**src/hw/rtl/vcs_pkg.sv**
```systemverilog
// ----------------------------------------------------------------------------
// vcs_pkg
// shared constants and codes for the volume component size sum block
// ----------------------------------------------------------------------------
package vcs_pkg;

	localparam int MAX_ROWS_DEF   = 64;
	localparam int MAX_COLS_DEF   = 64;
	localparam int MAX_SLICES_DEF = 16;

	localparam int ROWS_W  = 7;
	localparam int COLS_W  = 7;
	localparam int SLICE_W = 5;
	localparam int TOTAL_W = 17;

	localparam logic [ROWS_W-1:0]  ROWS_RST   = 7'd64;
	localparam logic [COLS_W-1:0]  COLS_RST   = 7'd64;
	localparam logic [SLICE_W-1:0] SLICES_RST = 5'd16;
	localparam logic [TOTAL_W-1:0] MIN_RST    = 17'd1;
	localparam logic [TOTAL_W-1:0] TOTAL_SAT  = 17'h1FFFF;

	localparam int IDX_W = 2;
	typedef enum logic [IDX_W-1:0] {
		REG_ROWS   = 2'd0,
		REG_COLS   = 2'd1,
		REG_SLICES = 2'd2,
		REG_MIN    = 2'd3
	} reg_idx_t;

	// neighbor order within one dequeued item
	localparam logic [2:0] NB_XM   = 3'd0;
	localparam logic [2:0] NB_XP   = 3'd1;
	localparam logic [2:0] NB_YM   = 3'd2;
	localparam logic [2:0] NB_YP   = 3'd3;
	localparam logic [2:0] NB_ZM   = 3'd4;
	localparam logic [2:0] NB_ZP   = 3'd5;
	localparam logic [2:0] NB_LAST = 3'd6;

endpackage

```
**src/hw/rtl/vcs_engine.sv**
```systemverilog
// ----------------------------------------------------------------------------
// vcs_engine
// load, clear, scan and breadth-first fill sequencer around the three rams
// ----------------------------------------------------------------------------
module vcs_engine #(
	parameter int MAX_ROWS   = vcs_pkg::MAX_ROWS_DEF,
	parameter int MAX_COLS   = vcs_pkg::MAX_COLS_DEF,
	parameter int MAX_SLICES = vcs_pkg::MAX_SLICES_DEF,
	localparam int DEPTH = MAX_ROWS * MAX_COLS * MAX_SLICES,
	localparam int AW = (DEPTH > 1) ? $clog2(DEPTH) : 1,
	localparam int PW = AW + 1,
	localparam int RW = $clog2(MAX_ROWS + 1),
	localparam int CW = $clog2(MAX_COLS + 1),
	localparam int SW = $clog2(MAX_SLICES + 1),
	localparam int XW = (MAX_ROWS > 1) ? $clog2(MAX_ROWS) : 1,
	localparam int YW = (MAX_COLS > 1) ? $clog2(MAX_COLS) : 1,
	localparam int ZW = (MAX_SLICES > 1) ? $clog2(MAX_SLICES) : 1,
	localparam int QW = ZW + XW + YW + AW
) (
	input  logic                         clk,
	input  logic                         arst_n,
	input  logic                         in_valid,
	output logic                         in_ready,
	input  logic                         in_voxel,
	input  logic                         in_last,
	input  logic [vcs_pkg::ROWS_W-1:0]   rows,
	input  logic [vcs_pkg::COLS_W-1:0]   cols,
	input  logic [vcs_pkg::SLICE_W-1:0]  slices,
	input  logic [vcs_pkg::TOTAL_W-1:0]  min_size,
	output logic                         res_valid,
	input  logic                         res_ready,
	output logic [vcs_pkg::TOTAL_W-1:0]  total,
	output logic                         vox_we,
	output logic [AW-1:0]                vox_waddr,
	output logic                         vox_wdata,
	output logic [AW-1:0]                vox_raddr,
	input  logic                         vox_rdata,
	output logic                         vis_we,
	output logic [AW-1:0]                vis_waddr,
	output logic                         vis_wdata,
	output logic [AW-1:0]                vis_raddr,
	input  logic                         vis_rdata,
	output logic                         q_we,
	output logic [AW-1:0]                q_waddr,
	output logic [QW-1:0]                q_wdata,
	output logic [AW-1:0]                q_raddr,
	input  logic [QW-1:0]                q_rdata
);

	typedef enum logic [9:0] {
		ST_LOAD  = 10'b0000000001,
		ST_PLANE = 10'b0000000010,
		ST_VOL   = 10'b0000000100,
		ST_CLEAR = 10'b0000001000,
		ST_SCAN  = 10'b0000010000,
		ST_SCHK  = 10'b0000100000,
		ST_DEQ   = 10'b0001000000,
		ST_DWAIT = 10'b0010000000,
		ST_NBR   = 10'b0100000000,
		ST_DONE  = 10'b1000000000
	} state_t;

	state_t state_q;

	logic [PW-1:0] load_pos_q;
	logic [RW-1:0] r_q;
	logic [CW-1:0] c_q;
	logic [SW-1:0] s_q;
	logic [PW-1:0] plane_q;
	logic [PW-1:0] vol_q;

	logic [PW-1:0] sp_q;
	logic [XW-1:0] sx_q;
	logic [YW-1:0] sy_q;
	logic [ZW-1:0] sz_q;

	logic [PW-1:0] head_q;
	logic [PW-1:0] tail_q;
	logic [vcs_pkg::TOTAL_W-1:0] total_q;

	logic [PW-1:0] cp_q;
	logic [XW-1:0] cx_q;
	logic [YW-1:0] cy_q;
	logic [ZW-1:0] cz_q;
	logic [2:0]    k_q;

	logic          pend_s1;
	logic [PW-1:0] np_s1;
	logic [XW-1:0] nx_s1;
	logic [YW-1:0] ny_s1;
	logic [ZW-1:0] nz_s1;

	logic [RW-1:0] r_cl;
	logic [CW-1:0] c_cl;
	logic [SW-1:0] s_cl;

	logic          nb_ok;
	logic [PW-1:0] nb_p;
	logic [XW-1:0] nb_x;
	logic [YW-1:0] nb_y;
	logic [ZW-1:0] nb_z;

	logic                        scan_end;
	logic                        scan_hit;
	logic                        nb_hit;
	logic [vcs_pkg::TOTAL_W:0]   sum;
	logic                        big;

	// dimensions clamped into 1..max
	always_comb begin
		if (rows == '0) r_cl = RW'(1);
		else if (int'(rows) > MAX_ROWS) r_cl = RW'(MAX_ROWS);
		else r_cl = RW'(rows);
		if (cols == '0) c_cl = CW'(1);
		else if (int'(cols) > MAX_COLS) c_cl = CW'(MAX_COLS);
		else c_cl = CW'(cols);
		if (slices == '0) s_cl = SW'(1);
		else if (int'(slices) > MAX_SLICES) s_cl = SW'(MAX_SLICES);
		else s_cl = SW'(slices);
	end

	// neighbor k of the current item
	always_comb begin
		nb_ok = 1'b0;
		nb_p  = cp_q;
		nb_x  = cx_q;
		nb_y  = cy_q;
		nb_z  = cz_q;
		unique case (k_q)
			vcs_pkg::NB_XM: begin
				nb_ok = (cx_q != '0);
				nb_p  = cp_q - PW'(c_q);
				nb_x  = cx_q - XW'(1);
			end
			vcs_pkg::NB_XP: begin
				nb_ok = (RW'(cx_q) + RW'(1)) < r_q;
				nb_p  = cp_q + PW'(c_q);
				nb_x  = cx_q + XW'(1);
			end
			vcs_pkg::NB_YM: begin
				nb_ok = (cy_q != '0);
				nb_p  = cp_q - PW'(1);
				nb_y  = cy_q - YW'(1);
			end
			vcs_pkg::NB_YP: begin
				nb_ok = (CW'(cy_q) + CW'(1)) < c_q;
				nb_p  = cp_q + PW'(1);
				nb_y  = cy_q + YW'(1);
			end
			vcs_pkg::NB_ZM: begin
				nb_ok = (cz_q != '0);
				nb_p  = cp_q - plane_q;
				nb_z  = cz_q - ZW'(1);
			end
			vcs_pkg::NB_ZP: begin
				nb_ok = (SW'(cz_q) + SW'(1)) < s_q;
				nb_p  = cp_q + plane_q;
				nb_z  = cz_q + ZW'(1);
			end
			default: begin
				nb_ok = 1'b0;
			end
		endcase
	end

	assign scan_end = (sp_q + PW'(1)) == vol_q;
	assign scan_hit = (state_q == ST_SCHK) && vox_rdata && !vis_rdata;
	assign nb_hit   = (state_q == ST_NBR) && pend_s1 && vox_rdata && !vis_rdata;
	assign sum      = {1'b0, total_q} + (vcs_pkg::TOTAL_W+1)'(tail_q);
	assign big      = (vcs_pkg::TOTAL_W+1)'(tail_q) >= {1'b0, min_size};

	assign in_ready  = (state_q == ST_LOAD);
	assign res_valid = (state_q == ST_DONE) && res_ready;
	assign total     = total_q;

	assign vox_we    = in_valid && in_ready && (load_pos_q < PW'(DEPTH));
	assign vox_waddr = load_pos_q[AW-1:0];
	assign vox_wdata = in_voxel;
	assign vox_raddr = (state_q == ST_NBR) ? nb_p[AW-1:0] : sp_q[AW-1:0];
	assign vis_raddr = vox_raddr;

	assign vis_we    = (state_q == ST_CLEAR) || scan_hit || nb_hit;
	assign vis_waddr = nb_hit ? np_s1[AW-1:0] : sp_q[AW-1:0];
	assign vis_wdata = (state_q != ST_CLEAR);

	assign q_we    = scan_hit || nb_hit;
	assign q_waddr = nb_hit ? tail_q[AW-1:0] : '0;
	assign q_wdata = nb_hit ? {nz_s1, nx_s1, ny_s1, np_s1[AW-1:0]}
	                        : {sz_q, sx_q, sy_q, sp_q[AW-1:0]};
	assign q_raddr = head_q[AW-1:0];

	always_ff @(posedge clk or negedge arst_n) begin
		if (!arst_n) begin
			state_q    <= ST_LOAD;
			load_pos_q <= '0;
			sp_q       <= '0;
			sx_q       <= '0;
			sy_q       <= '0;
			sz_q       <= '0;
			head_q     <= '0;
			tail_q     <= '0;
			total_q    <= '0;
			k_q        <= '0;
			pend_s1    <= 1'b0;
		end else begin
			unique case (state_q)
				ST_LOAD: begin
					if (in_valid) begin
						if (load_pos_q < PW'(DEPTH)) load_pos_q <= load_pos_q + PW'(1);
						if (in_last) begin
							load_pos_q <= '0;
							state_q    <= ST_PLANE;
						end
					end
				end
				ST_PLANE: state_q <= ST_VOL;
				ST_VOL: begin
					sp_q    <= '0;
					total_q <= '0;
					state_q <= ST_CLEAR;
				end
				ST_CLEAR: begin
					if (scan_end) begin
						sp_q    <= '0;
						sx_q    <= '0;
						sy_q    <= '0;
						sz_q    <= '0;
						state_q <= ST_SCAN;
					end else begin
						sp_q <= sp_q + PW'(1);
					end
				end
				ST_SCAN: state_q <= ST_SCHK;
				ST_SCHK, ST_DEQ: begin
					if (scan_hit) begin
						head_q  <= '0;
						tail_q  <= PW'(1);
						state_q <= ST_DEQ;
					end else if (state_q == ST_DEQ && head_q != tail_q) begin
						head_q  <= head_q + PW'(1);
						state_q <= ST_DWAIT;
					end else begin
						// component closed (or scan miss): add its size if it reaches min_size, move the scan on
						if (state_q == ST_DEQ && big) begin
							total_q <= sum[vcs_pkg::TOTAL_W] ? vcs_pkg::TOTAL_SAT
							                                 : sum[vcs_pkg::TOTAL_W-1:0];
						end
						if (scan_end) begin
							state_q <= ST_DONE;
						end else begin
							sp_q    <= sp_q + PW'(1);
							state_q <= ST_SCAN;
							if ((CW'(sy_q) + CW'(1)) == c_q) begin
								sy_q <= '0;
								if ((RW'(sx_q) + RW'(1)) == r_q) begin
									sx_q <= '0;
									sz_q <= sz_q + ZW'(1);
								end else begin
									sx_q <= sx_q + XW'(1);
								end
							end else begin
								sy_q <= sy_q + YW'(1);
							end
						end
					end
				end
				ST_DWAIT: begin
					k_q     <= vcs_pkg::NB_XM;
					pend_s1 <= 1'b0;
					state_q <= ST_NBR;
				end
				ST_NBR: begin
					if (nb_hit) tail_q <= tail_q + PW'(1);
					pend_s1 <= nb_ok;
					k_q     <= k_q + 3'd1;
					if (k_q == vcs_pkg::NB_LAST) state_q <= ST_DEQ;
				end
				ST_DONE: begin
					if (res_ready) state_q <= ST_LOAD;
				end
				default: state_q <= ST_LOAD;
			endcase
		end
	end

	// datapath registers
	always_ff @(posedge clk) begin
		if (state_q == ST_LOAD && in_valid && in_last) begin
			r_q <= r_cl;
			c_q <= c_cl;
			s_q <= s_cl;
		end
		if (state_q == ST_PLANE) plane_q <= PW'(r_q) * PW'(c_q);
		if (state_q == ST_VOL) vol_q <= plane_q * PW'(s_q);
		if (state_q == ST_DWAIT) begin
			{cz_q, cx_q, cy_q} <= q_rdata[QW-1:AW];
			cp_q               <= PW'(q_rdata[AW-1:0]);
		end
		if (state_q == ST_NBR) begin
			np_s1 <= nb_p;
			nx_s1 <= nb_x;
			ny_s1 <= nb_y;
			nz_s1 <= nb_z;
		end
	end

endmodule

```
**config.mk**
```make
export PLATFORM = sky130hd
export DESIGN_NAME = vcs_engine
export DESIGN_NICKNAME = d
export VERILOG_FILES = /design/src/hw/rtl/vcs_pkg.sv /design/src/hw/rtl/vcs_engine.sv
export SDC_FILE = /design/constraint.sdc
export NUM_CORES = 1
export LEC_CHECK = 0
export BUFFER_PORTS_ARGS = -buffer_cell sky130_fd_sc_hd__buf_2
export CORE_MARGIN = 1
export CORE_UTILIZATION = 30
export CTS_BUF_LIST = sky130_fd_sc_hd__clkbuf_8
export DETAILED_ROUTE_END_ITERATION = 10
export SLEW_MARGIN = 20
export SYNTH_ARGS = -nofsm -noshare
export SYNTH_HDL_FRONTEND = slang
export SYNTH_SLANG_ARGS = --single-unit
```
**constraint.sdc**
```tcl
create_clock -name clk -period 9.95 [get_ports clk]
set_input_delay 0.4975 -clock clk [delete_from_list [all_inputs] [get_ports clk]]
set_output_delay 0.4975 -clock clk [all_outputs]
set_load 0.01 [all_outputs]
```
==> impl_metrics.csv <==
group,metric,value,unit
power,p_seq_share,36.0,%
global_route,grt_pass1_vias,14700,
synth,synth_area,18700,µm²
detailed_routing,drtIter0Drc,963,
floorplanning,std_cell_rows,91,
setup_path,worstRegToRegCells,15,
cts,clkLatencyLatePin,0.63,ns
synth,synthDistinctLibCells,88,
power,peakVddDrop,87.0,µV
final_layout,drive_gt1_share,17.8,%
synth,syn_area_per_cell,9.39,µm²
power,pwr_density_cell,162,nW/µm²
synth,syn_nets,2285,
detailed_routing,wire_per_inst,17.9,µm
final_layout,area_delta_synth_final,12.5,%
power,p_leak,9.56,nW
sta,max_freq,150,MHz
sta,finalClockSkew,0.0405,ns
sta,setup-violations-final,0,
sta,slew_headroom,26.8,%
cts,cts_buffers,44,
power,internal_power,2.17,mW
sta,fin_crit,6.68,ns
floorplanning,ios,228,
floorplanning,dieArea,63400,µm²
setup_path,startpoint,"k_q[2]",
synth,synth_warnings,0,
placement,gp_congestion,0.926,
synth,synth_edf_count,114,
final_layout,mostFrequentLayoutCells,"buf_2, nor2_1, nand2_1, inv_1, ha_1",
sta,drv_slew,0,
cts,cts_tree,"built",
synth,ys_ff_latch,229,
setup_path,crit_end,"vis_raddr[15]",
placement,placed_area,20100,µm²
setup_path,r2r_start,"k_q[2]",
hold_path,min_path_type,"in2reg",
sta,fin_crit_sh,67.2,%
final_layout,nets,2432,
setup_path,crit_path_cell_trace,"inv_1, ha_1, nor2_1, nand2_1, nor4_1, a21oi_1, ha_1, and3_1, and4_1, a31oi_1, a21oi_1, o31ai_1, xnor2_1, nor2_1, xor2_1, mux2_2, buf_2",
cts,path_clk_slew,0.07,ns
global_route,antenna_found_initial,2,
placement,place_hpwl,41.9,mm
setup_path,worstSetupEndpointType,"output pin",
detailed_routing,vias,15000,
power,comb_power_share,36.2,%
detailed_routing,routed_via_density,4.97,
cts,clockBufferDepth,3,
sta,hold_viol_final,0,
synth,ys.flop_type,"edfxtp_1",
run_status,status,"completed",
cts,cts_setup_buffers,0,
power,p_sw_share,36.5,%
cts,cts_root_buffer,"clkbuf_8",
floorplanning,core_area,61700,µm²
setup_path,path_depth,17,
sta,worst_pin_slew,1.09,ns
sta,rsz0062_at_grt,"false",
cts,clock-sinks,229,
setup_path,path_buf_inv,2,
final_layout,stdcell_area,21000,µm²
synth,synth_cells,1992,
setup_path,critical_path_class,"reg2out",
detailed_routing,drc,0,
placement,dp_slack,4.06,ns
final_layout,layout_commonest_cell,"buf_2",
cts,post_cts_resized,0,
floorplanning,initial_core_util,30.3,%
setup_path,slowest_stage,"dfrtp_1",
run,maxCapViolCount,0,
sta,setup_tns,0,ns
setup_path,cp_max_fo,21,
global_route,grt_use_total,16.8,%
placement,portBuffers,225,
floorplanning,dieHeight,252,µm
global_route,grt_max_degree,71,
setup_path,worst_setup_path_start_kind,"register",
final_layout,fillers,6343,
global_route,grt_first_pass_wirelength,83.5,mm
detailed_routing,dr.pass1.iters,7,
floorplanning,die_w,252,µm
synth,async_reset_ff_share,50.2,%
setup_path,max_stage_delay,0.79,ns
cts,htreeDepth,2,
detailed_routing,postRouteAntennaNets,0,
sta,worst_slack,3.27,ns
global_route,grt_overflow,0,
setup_path,required,9.45,ns
setup_path,arrival,6.19,ns
detailed_routing,wl,54.0,mm
power,p_switching,1.24,mW
setup_path,r2r_end,"np_s1[15]",
power,p_clk_share,27.9,%
final_layout,finish.utilization,34.1,%
synth,seq_area_frac_synth,33.7,%
setup_path,critPathTopFamily,"simple AND/OR/NAND/NOR gates",
setup_path,rrSetupSlack,4.53,ns
-- sequential cells by signal (all words and copies together), names as in the netlist --
signal / count
sz_q: 4
sx_q: 6
pend_s1: 1
head_q: 17
s_q: 5
plane_q: 14
k_q: 3
state_q: 10
total: 17
c_q: 7
sp_q: 17
nx_s1: 6
load_pos_q: 17
sy_q: 6
vol_q: 17
np_s1: 16
cp_q: 16
cy_q: 6
nz_s1: 4
cx_q: 6
tail_q: 17
cz_q: 4
ny_s1: 6
r_q: 7
-- worst min path at each step --
stage                start  slack (ns)  cells past startpoint   endpoint
2_1_floorplan       arst_n        0.20                      0  head_q[0]
3_3_place_gp       sz_q[3]        0.46                      1    sz_q[3]
3_5_place_dp       sz_q[3]        0.48                      1    sz_q[3]
4_1_cts        q_rdata[13]       0.001                      1   cp_q[13]
5_1_grt        q_rdata[13]        0.02                      1   cp_q[13]
6_report       q_rdata[18]        0.07                      1    cy_q[2]
-- layer usage --
| layer | vias up | wire length [µm] | track usage (%) |
|---|---|---|---|
| li1 | 7163 | - | - |
| met1 | 7252 | 24300 | 22.4 |
| met2 | 461 | 25300 | 27.7 |
| met3 | 86 | 2970 | 2.68 |
| met4 | 0 | 1470 | 5.45 |
| met5 | - | 0 | 0 |
-- worst reg2reg max path: cells and delay by family, from the launching register on --
family	cells	cell delay, ns
DFF	1	0.79
buffers and inverters	1	0.25
adders and majority gates	2	0.75
and+or+nand+nor	6	2.30
AOI/OAI and AO/OA	4	0.79
xor gates and xnor gates	2	0.25
-- cell type report --
cell class / instances / area (µm²) / area share (%)
clock buffers: 52 / 716 / 3.40
repair buffers: 235 / 1210 / 5.76
clock inverters: 30 / 166 / 0.791
well taps: 837 / 1050 / 4.98
flip-flops and latches: 229 / 6300 / 29.9
inverters: 151 / 567 / 2.69
diodes: 1 / 2.50 / 0.0119
multi-input cells: 1478 / 11000 / 52.4
-- metrics by stage --
stage | total power, mW | instances | hold slack [ns]
after detailed placement | 2.48 | 2927 | 0.476
after CTS | 3.46 | 3011 | 0.00121
after floorplan | 2.14 | 1992 | 0.202
after global placement | 2.45 | 2927 | 0.461
after global routing | 3.67 | 3013 | 0.0235
final | 3.41 | 3013 | 0.0651
-- synth_stat cells (5+ instances only) --
cell      number  share of area [%]
a211oi_1       5               0.20
o211ai_1       8               0.32
o21bai_1       8               0.32
ha_1         153                 10
a31oi_1       11               0.37
a22oi_1       18               0.72
nand3_1       63                1.7
a21o_1        26                1.0
nand4_1       22               0.74
o21ai_0      103                2.8
o41ai_1        5               0.23
edfxtp_1     114                 18
o21ai_2       11               0.51
or3_1         15               0.50
fa_1          64                6.8
buf_4         68                2.7
nand2_1      169                3.4
a21oi_1       87                2.3
buf_6          5               0.30
nor2_1       171                3.4
or2_2          6               0.20
xnor2_1      101                4.7
dfrtp_1      114                 15
o31ai_1       25                1.0
nor3_1        27               0.72
o21a_1         9               0.36
nor4_1        12               0.40
nor2b_1       29               0.97
and3_1        27               0.90
nand2b_1      18               0.60
inv_1        145                2.9
xor2_1        78                3.7
buf_2          9               0.24
or4_1          9               0.36
clkbuf_1      47               0.94
and4_1         5               0.23
and2_1        64                2.1
mux2_2        52                3.1
-- logic make-up after synthesis --
group           synth area share (%)
fa+ha+maj                       17.1
xor+xnor                        8.38
compound gates                  12.4
mux                             3.29
buf+inv                         7.49
flops                           33.7
simple gates                    17.7
-- power groups by stage --
stage               logic (mW)  registers [mW]  clock network, mW
finish                    1.23            1.23              0.950
global route              1.41            1.24               1.02
global placement          1.21            1.24                  0
floorplan                0.947            1.19                  0
CTS                       1.24            1.23              0.992
detailed placement        1.23            1.25                  0
-- timing repair --
| item | in CTS | in global routing |
|---|---|---|
| hold buffers | 2 | 0 |
| endpoints found under the setup margin | 0 | 0 |
| hold endpoints to repair | 45 | 0 |
Note: power is estimated with default switching activity, not from simulation.
